## config.mk

```make
export PLATFORM = sky130hd
export DESIGN_NAME = bank_switch_mapper_with_scanline_irq
export DESIGN_NICKNAME = d
export VERILOG_FILES = /design/src/hw/rtl/bsm_pkg.sv /design/src/hw/rtl/bsm_regs.sv /design/src/hw/rtl/bsm_xlat.sv /design/src/hw/rtl/bank_switch_mapper_with_scanline_irq.sv
export SDC_FILE = /design/constraint.sdc
export NUM_CORES = 1
export LEC_CHECK = 0
export CAP_MARGIN = 40
export CORE_MARGIN = 10
export CORE_UTILIZATION = 40
export CTS_CLUSTER_DIAMETER = 40
export DETAILED_ROUTE_END_ITERATION = 10
export DONT_BUFFER_PORTS = 1
export GPL_ROUTABILITY_DRIVEN = 1
export PLACE_DENSITY = 0.65
export SLEW_MARGIN = 10
export SYNTH_ARGS = -nofsm -noshare
export SYNTH_HDL_FRONTEND = slang
export SYNTH_SLANG_ARGS = --single-unit
```

## constraint.sdc

```tcl
create_clock -name clk -period 2.8 [get_ports clk]
set_input_delay 0 -clock clk [delete_from_list [all_inputs] [get_ports clk]]
set_output_delay 0 -clock clk [all_outputs]
set_load 0.02 [all_outputs]
```

## src/hw/rtl/bsm_pkg.sv

```systemverilog
// Shared types and constants for the bank switch mapper.
// No dependencies; imported by every module of the block.
package bsm_pkg;

	typedef enum logic [2:0] {
		CMD_CPU_WR = 3'd0,
		CMD_CPU_RD = 3'd1,
		CMD_CHR_RD = 3'd2,
		CMD_CHR_WR = 3'd3,
		CMD_A12    = 3'd4
	} cmd_t;

	typedef enum logic [2:0] {
		TGT_NONE    = 3'd0,
		TGT_PRG_RAM = 3'd1,
		TGT_PRG_ROM = 3'd2,
		TGT_CHR_ROM = 3'd3,
		TGT_CHR_RAM = 3'd4,
		TGT_ZERO    = 3'd5
	} tgt_t;

	localparam int PRG_OFS_W = 13;   // 8 KiB program bank
	localparam int CHR_OFS_W = 10;   // 1 KiB pattern bank
	localparam int MADDR_W   = 21;
	localparam int CFG_IDX_W = 2;
	localparam int CFG_DATA_W = 13;

	localparam logic [CFG_IDX_W-1:0] CFG_PRG_ROM_BANKS = 2'd0;
	localparam logic [CFG_IDX_W-1:0] CFG_PRG_RAM_MASK  = 2'd1;
	localparam logic [CFG_IDX_W-1:0] CFG_CHR_IS_RAM    = 2'd2;

	typedef struct packed {
		logic [8:0]  prg_rom_banks;
		logic [12:0] prg_ram_mask;
		logic        chr_is_ram;
	} cfg_t;

	typedef struct packed {
		logic [7:0]      bank_select;   // [7] chr mode, [6] prg mode
		logic [7:0][7:0] bank_regs;
		logic [7:0]      ram_protect;   // [7] enable, [6] write protect
	} map_state_t;

	typedef struct packed {
		logic mirror;
		logic irq;
	} status_t;

	typedef struct packed {
		tgt_t               target;
		logic [MADDR_W-1:0] mem_address;
		logic               mem_write;
		logic [7:0]         write_data;
	} xlat_res_t;

endpackage

```

## src/hw/rtl/bsm_regs.sv

```systemverilog
// Mapper register file, configuration registers and scanline counter.
// Depends on bsm_pkg.
module bsm_regs import bsm_pkg::*; (
	input  logic                  clk,
	input  logic                  arst_n,
	input  logic                  cfg_we,
	input  logic [CFG_IDX_W-1:0]  cfg_index,
	input  logic [CFG_DATA_W-1:0] cfg_data,
	input  logic                  upd,
	input  cmd_t                  cmd,
	input  logic [15:0]           addr,
	input  logic [7:0]            data,
	output cfg_t                  cfg,
	output map_state_t            st,
	output status_t               status_d
);

	logic [8:0]      prg_rom_banks_q;
	logic [12:0]     prg_ram_mask_q;
	logic            chr_is_ram_q;
	logic [7:0]      bank_select_q, bank_select_d;
	logic [7:0][7:0] bank_regs_q, bank_regs_d;
	logic            mirror_q, mirror_d;
	logic [7:0]      ram_protect_q, ram_protect_d;
	logic [7:0]      irq_latch_q, irq_latch_d;
	logic [7:0]      irq_count_q, irq_count_d;
	logic            irq_on_q, irq_on_d;
	logic            irq_pending_q, irq_pending_d;
	logic            last_a12_q, last_a12_d;

	logic [2:0] slot;
	logic [7:0] bank_wdata;
	logic       odd;

	assign odd  = addr[0];
	assign slot = bank_select_q[2:0];

	always_comb begin
		bank_wdata = data;
		if (slot == 3'd6 || slot == 3'd7) begin
			bank_wdata = {2'b00, data[5:0]};
		end else if (slot == 3'd0 || slot == 3'd1) begin
			bank_wdata = {data[7:1], 1'b0};
		end
	end

	always_comb begin
		bank_select_d = bank_select_q;
		bank_regs_d   = bank_regs_q;
		mirror_d      = mirror_q;
		ram_protect_d = ram_protect_q;
		irq_latch_d   = irq_latch_q;
		irq_count_d   = irq_count_q;
		irq_on_d      = irq_on_q;
		irq_pending_d = irq_pending_q;
		last_a12_d    = last_a12_q;
		if (upd && cmd == CMD_CPU_WR && addr[15]) begin
			unique case (addr[14:13])
				2'd0: begin
					if (odd) begin
						bank_regs_d[slot] = bank_wdata;
					end else begin
						bank_select_d = data;
					end
				end
				2'd1: begin
					if (odd) begin
						ram_protect_d = data;
					end else begin
						mirror_d = data[0];
					end
				end
				2'd2: begin
					if (odd) begin
						irq_count_d = 8'd0;
					end else begin
						irq_latch_d = data;
					end
				end
				default: begin
					if (!odd && irq_on_q) begin
						irq_pending_d = 1'b0;
					end
					irq_on_d = odd;
				end
			endcase
		end else if (upd && cmd == CMD_A12) begin
			last_a12_d = addr[12];
			if (!last_a12_q && addr[12]) begin
				if (irq_count_q == 8'd0) begin
					irq_count_d = irq_latch_q;
				end else begin
					irq_count_d = irq_count_q - 8'd1;
					// counter hits zero on this decrement
					if (irq_count_q == 8'd1 && irq_on_q) begin
						irq_pending_d = 1'b1;
					end
				end
			end
		end
	end

	always_ff @(posedge clk or negedge arst_n) begin
		if (!arst_n) begin
			prg_rom_banks_q <= 9'd2;
			prg_ram_mask_q  <= 13'h1FFF;
			chr_is_ram_q    <= 1'b0;
		end else if (cfg_we) begin
			case (cfg_index)
				CFG_PRG_ROM_BANKS: prg_rom_banks_q <= cfg_data[8:0];
				CFG_PRG_RAM_MASK:  prg_ram_mask_q  <= cfg_data;
				CFG_CHR_IS_RAM:    chr_is_ram_q    <= cfg_data[0];
				default: ;
			endcase
		end
	end

	always_ff @(posedge clk or negedge arst_n) begin
		if (!arst_n) begin
			bank_select_q <= '0;
			bank_regs_q   <= '0;
			mirror_q      <= 1'b0;
			ram_protect_q <= '0;
			irq_latch_q   <= '0;
			irq_count_q   <= '0;
			irq_on_q      <= 1'b0;
			irq_pending_q <= 1'b0;
			last_a12_q    <= 1'b0;
		end else begin
			bank_select_q <= bank_select_d;
			bank_regs_q   <= bank_regs_d;
			mirror_q      <= mirror_d;
			ram_protect_q <= ram_protect_d;
			irq_latch_q   <= irq_latch_d;
			irq_count_q   <= irq_count_d;
			irq_on_q      <= irq_on_d;
			irq_pending_q <= irq_pending_d;
			last_a12_q    <= last_a12_d;
		end
	end

	assign cfg.prg_rom_banks = prg_rom_banks_q;
	assign cfg.prg_ram_mask  = prg_ram_mask_q;
	assign cfg.chr_is_ram    = chr_is_ram_q;
	assign st.bank_select    = bank_select_q;
	assign st.bank_regs      = bank_regs_q;
	assign st.ram_protect    = ram_protect_q;
	assign status_d.mirror   = mirror_d;
	assign status_d.irq      = irq_pending_d;

`ifndef SYNTH
	a_chr_2k_even: assert property (@(posedge clk) disable iff (!arst_n)
		!bank_regs_q[0][0] && !bank_regs_q[1][0])
		else $error("2 KiB pattern bank register holds an odd bank");

	a_prg_6bit: assert property (@(posedge clk) disable iff (!arst_n)
		bank_regs_q[6][7:6] == 2'b00 && bank_regs_q[7][7:6] == 2'b00)
		else $error("program bank register exceeds 6 bits");

	a_irq_source: assert property (@(posedge clk) disable iff (!arst_n)
		$rose(irq_pending_q) |-> $past(upd && cmd == CMD_A12 && irq_on_q))
		else $error("irq raised without an A12 edge while enabled");

	a_irq_disable: assert property (@(posedge clk) disable iff (!arst_n)
		$fell(irq_on_q) |-> !irq_pending_q)
		else $error("irq disable left the request pending");
`endif

endmodule

```

## src/hw/rtl/bsm_xlat.sv

```systemverilog
// Address translation: turns one request into a target and memory address.
// Depends on bsm_pkg; purely combinational.
module bsm_xlat import bsm_pkg::*; (
	input  cmd_t        cmd,
	input  logic [15:0] addr,
	input  logic [7:0]  data,
	input  cfg_t        cfg,
	input  map_state_t  st,
	output xlat_res_t   res
);

	logic       ram_en, ram_wp, prg_mode;
	logic [7:0] prg_bank;
	logic [12:0] a_chr;
	logic [2:0] chr_slot;
	logic [10:0] chr_ofs;
	logic [MADDR_W-1:0] prg_ram_addr, prg_rom_addr, chr_addr;

	assign ram_en   = st.ram_protect[7];
	assign ram_wp   = st.ram_protect[6];
	assign prg_mode = st.bank_select[6];

	// bank numbers above 8 bits fall off the 21-bit address
	always_comb begin
		unique case (addr[14:13])
			2'd0: prg_bank = prg_mode ? 8'(cfg.prg_rom_banks - 9'd2) : st.bank_regs[6];
			2'd1: prg_bank = st.bank_regs[7];
			2'd2: prg_bank = prg_mode ? st.bank_regs[6] : 8'(cfg.prg_rom_banks - 9'd2);
			default: prg_bank = 8'(cfg.prg_rom_banks - 9'd1);
		endcase
	end

	assign prg_rom_addr = {prg_bank, addr[PRG_OFS_W-1:0]};
	assign prg_ram_addr = {8'd0, addr[12:0] & cfg.prg_ram_mask};

	assign a_chr = addr[12:0] ^ {st.bank_select[7], 12'd0};

	always_comb begin
		if (!a_chr[12]) begin
			chr_slot = {2'b00, a_chr[11]};
			chr_ofs  = addr[10:0];
		end else begin
			chr_slot = 3'd2 + {1'b0, a_chr[11:10]};
			chr_ofs  = {1'b0, addr[9:0]};
		end
	end

	assign chr_addr = {3'd0, st.bank_regs[chr_slot], {CHR_OFS_W{1'b0}}}
		+ {10'd0, chr_ofs};

	always_comb begin
		res.target      = TGT_NONE;
		res.mem_address = '0;
		res.mem_write   = 1'b0;
		res.write_data  = 8'd0;
		unique case (cmd)
			CMD_CPU_WR: begin
				if (!addr[15] && ram_en && !ram_wp) begin
					res.target      = TGT_PRG_RAM;
					res.mem_address = prg_ram_addr;
					res.mem_write   = 1'b1;
					res.write_data  = data;
				end
			end
			CMD_CPU_RD: begin
				if (addr[15]) begin
					res.target      = TGT_PRG_ROM;
					res.mem_address = prg_rom_addr;
				end else if (ram_en) begin
					res.target      = TGT_PRG_RAM;
					res.mem_address = prg_ram_addr;
				end else begin
					res.target = TGT_ZERO;
				end
			end
			CMD_CHR_RD: begin
				res.target      = cfg.chr_is_ram ? TGT_CHR_RAM : TGT_CHR_ROM;
				res.mem_address = chr_addr;
			end
			CMD_CHR_WR: begin
				if (cfg.chr_is_ram) begin
					res.target      = TGT_CHR_RAM;
					res.mem_address = chr_addr;
					res.mem_write   = 1'b1;
					res.write_data  = data;
				end
			end
			default: ;
		endcase
	end

endmodule

```

## src/hw/rtl/bank_switch_mapper_with_scanline_irq.sv

```systemverilog
// Bank switch mapper with scanline IRQ. Each request passes through the input
// register and then the result register; one request per cycle sustained while
// m_tready stays high. The result register frees the input side, so
// a new request is taken while a finished result still waits for tready;
// mapper state is updated as a request moves into the result register, so
// each request sees every earlier one. Config writes go straight to the
// registers and belong to idle periods. Depends on bsm_pkg, bsm_regs, bsm_xlat.
module bank_switch_mapper_with_scanline_irq import bsm_pkg::*; (
	input  logic                  clk,
	input  logic                  arst_n,
	input  logic                  s_tvalid,
	output logic                  s_tready,
	input  logic [23:0]           s_tdata,    // [15:0] address, [23:16] data
	input  logic [2:0]            s_tuser,    // [2:0] command
	output logic                  m_tvalid,
	input  logic                  m_tready,
	// [20:0] mem_address, [21] mem_write, [29:22] write_data,
	// [30] mirroring, [31] irq_line
	output logic [31:0]           m_tdata,
	output logic [2:0]            m_tuser,    // [2:0] target
	input  logic                  cfg_we,
	input  logic [CFG_IDX_W-1:0]  cfg_index,
	input  logic [CFG_DATA_W-1:0] cfg_data
);

	logic        valid_s1;
	cmd_t        cmd_s1;
	logic [15:0] addr_s1;
	logic [7:0]  data_s1;

	logic        valid_s2;
	xlat_res_t   res_s2;
	status_t     status_s2;

	logic        adv;
	cfg_t        cfg;
	map_state_t  st;
	status_t     status_d;
	xlat_res_t   res;

	assign adv      = valid_s1 && (!valid_s2 || m_tready);
	assign s_tready = !valid_s1 || adv;

	always_ff @(posedge clk or negedge arst_n) begin
		if (!arst_n) begin
			valid_s1 <= 1'b0;
		end else if (s_tready) begin
			valid_s1 <= s_tvalid;
		end
	end

	always_ff @(posedge clk) begin
		if (s_tready && s_tvalid) begin
			cmd_s1  <= cmd_t'(s_tuser);
			addr_s1 <= s_tdata[15:0];
			data_s1 <= s_tdata[23:16];
		end
	end

	bsm_regs u_regs (
		.clk      (clk),
		.arst_n   (arst_n),
		.cfg_we   (cfg_we),
		.cfg_index(cfg_index),
		.cfg_data (cfg_data),
		.upd      (adv),
		.cmd      (cmd_s1),
		.addr     (addr_s1),
		.data     (data_s1),
		.cfg      (cfg),
		.st       (st),
		.status_d (status_d)
	);

	bsm_xlat u_xlat (
		.cmd (cmd_s1),
		.addr(addr_s1),
		.data(data_s1),
		.cfg (cfg),
		.st  (st),
		.res (res)
	);

	always_ff @(posedge clk or negedge arst_n) begin
		if (!arst_n) begin
			valid_s2 <= 1'b0;
		end else if (!valid_s2 || m_tready) begin
			valid_s2 <= valid_s1;
		end
	end

	always_ff @(posedge clk) begin
		if (adv) begin
			res_s2    <= res;
			status_s2 <= status_d;
		end
	end

	assign m_tvalid = valid_s2;
	assign m_tuser  = res_s2.target;
	assign m_tdata  = {status_s2.irq, status_s2.mirror, res_s2.write_data,
		res_s2.mem_write, res_s2.mem_address};

endmodule

```

==> run summary <==
Final Setup Violations: 0
CTS tree: yes
Yosys warning count: 0
critical path's top delay family: simple AND/OR/NAND/NOR gates
maxcap violations: 0
max-slew violation count: 0
clock skew: 0.00812 ns
Slowest Stage Delay on Critical Path: 0.49 ns
first-pass GRT wire length: 31600 um
Finished Core Util: 0.480
via count: 5307
Worst Setup EP: m_tdata[16]
fin crit share: 0.991
DRT iter0 DRCs: 417
syn_nets: 699
DRC viols: 0
number of cells on the worst reg-to-reg path: 11
unrepaired setup endpoints after global routing: yes
CTS root buffer: clkbuf_16
Initial Utilization: 0.404
Slowest-stage cell, CP: or4b_4
hold_ws: 0.0266 ns
footprint of the multi-input gates: 0.00319 mm2
Arrival @ worst endpoint: 3.05 ns
# rows: 52
maximum clock frequency: 360 MHz
placeable core area: 0.0201 mm2
R2R Path End: m_tdata[16]
Worst path most repeated cell: a21oi_1
Req. time, crit path: 3.07 ns
r2r setup slk: 0.03 ns
crit-path cells: xnor2_2 > nand2_1 > a31oi_1 > a21oi_1 > a21oi_1 > ha_2 > ha_4 > inv_2 > or4b_4 > or4_1 > o211ai_1
initial antenna violation count: 0
vias in the first global route: 5591
crit path max fanout: 4
Clock Latency Late Sink: 0.43 ns
DIE AREA: 0.0264 mm2
Pleak: 0.00400 uW
Setup TNS: 0 ns
clk slew on worst S/H paths: 0.07 ns
largest net degree at the start of global routing: 116
FF+latch area: 0.00476 mm2
share of layout cells above drive strength 1: 0.265
Final nets: 757
CTS Sinks: 177
Avg Vias per Cell: 5.38
Hold Vio Cnt, Final: 0
worst slew pin tran: 0.935 ns
die width: 162 um
Ports: 84
dpl ws: 0.0134 ns
Crit path buffers/inverters: 1
CP Launch Point: addr_s1[12]
final worst slack: 0.0251 ns
Syn Area/Cell: 12.6 um2
ant diodes: 0
number of I/O port buffers: 0
drt wl/cell: 20.0 um
Crit. End Element: register
r2r startpoint: addr_s1[12]
Layout Area Growth over Synthesis: 18.9%
Seq/Total Area, Yosys: 0.586
Syn Std Cell Area: 0.00811 mm2
placer congestion estimate: 0.951
# fillers: 1735
Antenna Nets Post-Route: 0
outcome: finished clean
kind of critical path: reg2reg
GRT overflow: 0
CTS H-Tree Depth: 4
Final Critical Period: 2.77 ns
Rel. slew slack: 0.374
crit start category: register
Total Power: 6510 uW
WL final: 19700 um
async set-reset flop share out of synthesis: 0.650
WP depth: 11
Die Height: 162 um
Primary FF master, synth: dfrtp_1
Yosys reg bits: 177
CTS buffer count: 17
placed wire-length estimate: 13700 um
Cells after Synth: 645
Cell Pwr Density: 675 mW/mm2
CTS Buffer Depth: 2
GRT Resource Usage Total: 0.153
worst hold-check path type: in2reg
first drt pass iteration count: 7
Post-CTS Setup Bufs: 0
Distinct cells, synth: 61
Post-synth EDFFs: 62
Max IR drop VDD: 0.467 mV
[metrics by stage]
stage | instances | instance area [um2]
floorplan | 645 | 8150
global placement | 902 | 8520
detailed placement | 902 | 8520
CTS | 986 | 9650
global route | 986 | 9650
finish | 986 | 9650
[final cells by class]
| type | instances | area share |
|---|---|---|
| Sequential cell | 177 | 0.493 |
| Multi-Input combinational cell | 418 | 0.331 |
| Timing Repair Buffer | 73 | 0.0734 |
| Clock buffer | 17 | 0.0441 |
| Tap cell | 270 | 0.0350 |
| Clock inverter | 15 | 0.0176 |
| Inverter | 16 | 0.00622 |
[timing repair]
item                                   in CTS  in global routing
pin swaps                                   1                  1
gates resized for setup                     0                  0
endpoints found under the hold margin     166                  0
setup endpoints to repair                   1                  1
hold buffers                               52                  0
[worst min path at each step]
stage / from / to / slack (ns) / cells after the start
after detailed placement: arst_n / u_regs.st[32] / -0.29 / 0
final: cfg_index[1] / u_regs.prg_rom_banks_q[5] / 0.03 / 3
after global placement: arst_n / u_regs.st[49] / -0.29 / 0
after floorplan: arst_n / m_tvalid / -0.30 / 0
after CTS: cfg_index[1] / u_regs.prg_rom_banks_q[6] / 0.001 / 3
after global routing: cfg_index[1] / u_regs.prg_rom_banks_q[6] / 0.02 / 3
[layout by cell type (no fill, tap or decap), drive strengths merged, types with 10 or more instances in the layout]
cell         instances
dfrtp              101
dfstp               14
a21oi               44
xnor2               10
edfxtp              62
inv                 24
nand2               39
o21ai               32
dlygate4sd3         51
nor3                12
clkbuf              17
nor3b               17
mux2               102
nor2                41
buf                 22
nor2b               18
[layer usage]
metal  track usage  routed length [um]
met1         0.195                8470
met2         0.252                9810
met3        0.0321                1070
met4        0.0521                 368
met5             0                   0
[state kept, by name, summed over array words and instances (netlist names), 3 cells and up]
| register | cells |
|---|---|
| u_regs.irq_latch_q | 8 |
| u_regs.prg_rom_banks_q | 8 |
| u_regs.st | 64 |
| u_regs.prg_ram_mask_q | 13 |
| addr_s1 | 16 |
| data_s1 | 8 |
| u_regs.bank_select_q | 5 |
| cmd_s1 | 3 |
| u_regs.irq_count_q | 8 |
| m_tuser | 3 |
| m_tdata | 32 |
[cells in the mapped netlist, drive strengths merged, types with 4 or more instances]
| master | instances | share of area |
|---|---|---|
| dfrtp | 101 | 0.31 |
| nand3 | 6 | 0.0037 |
| inv | 15 | 0.0069 |
| nand2b | 7 | 0.0063 |
| or3 | 6 | 0.0046 |
| nand3b | 5 | 0.0060 |
| edfxtp | 62 | 0.23 |
| xnor2 | 10 | 0.011 |
| dfstp | 14 | 0.045 |
| mux2 | 102 | 0.14 |
| a211oi | 7 | 0.0065 |
| xor2 | 5 | 0.0063 |
| o21ai | 32 | 0.020 |
| mux4 | 4 | 0.011 |
| nor2b | 18 | 0.014 |
| clkbuf | 16 | 0.0074 |
| o211ai | 6 | 0.0056 |
| nor3 | 12 | 0.0094 |
| ha | 7 | 0.011 |
| buf | 18 | 0.0097 |
| mux2i | 4 | 0.0049 |
| a21oi | 44 | 0.027 |
| nand2 | 39 | 0.018 |
| or4 | 4 | 0.0037 |
| nor3b | 17 | 0.019 |
| nor2 | 41 | 0.019 |
| and2 | 6 | 0.0046 |
| nor4 | 6 | 0.0046 |
[cell families (layout without fill, tap and decap cells)]
family          count (synthesis)  after routing  synth area share
fa+ha+maj                       7              7            0.0108
xor+xnor                       15             15            0.0171
simple gates                  175            175             0.122
flops                         177            177             0.586
compound gates                111            111            0.0811
buf+inv                        50            121            0.0245
mux                           110            110             0.158
[worst min-delay path, cell delays in order]
cell     delay (ns)
nor3b_1        0.04
buf_4          0.17
mux2_2         0.22
[power by group]
part	total, uW	switching (uW)	internal, uW
sequential	3160	237	2930
clock	2390	1050	1350
combinational	953	545	408
(Power assumes the default switching activity.)
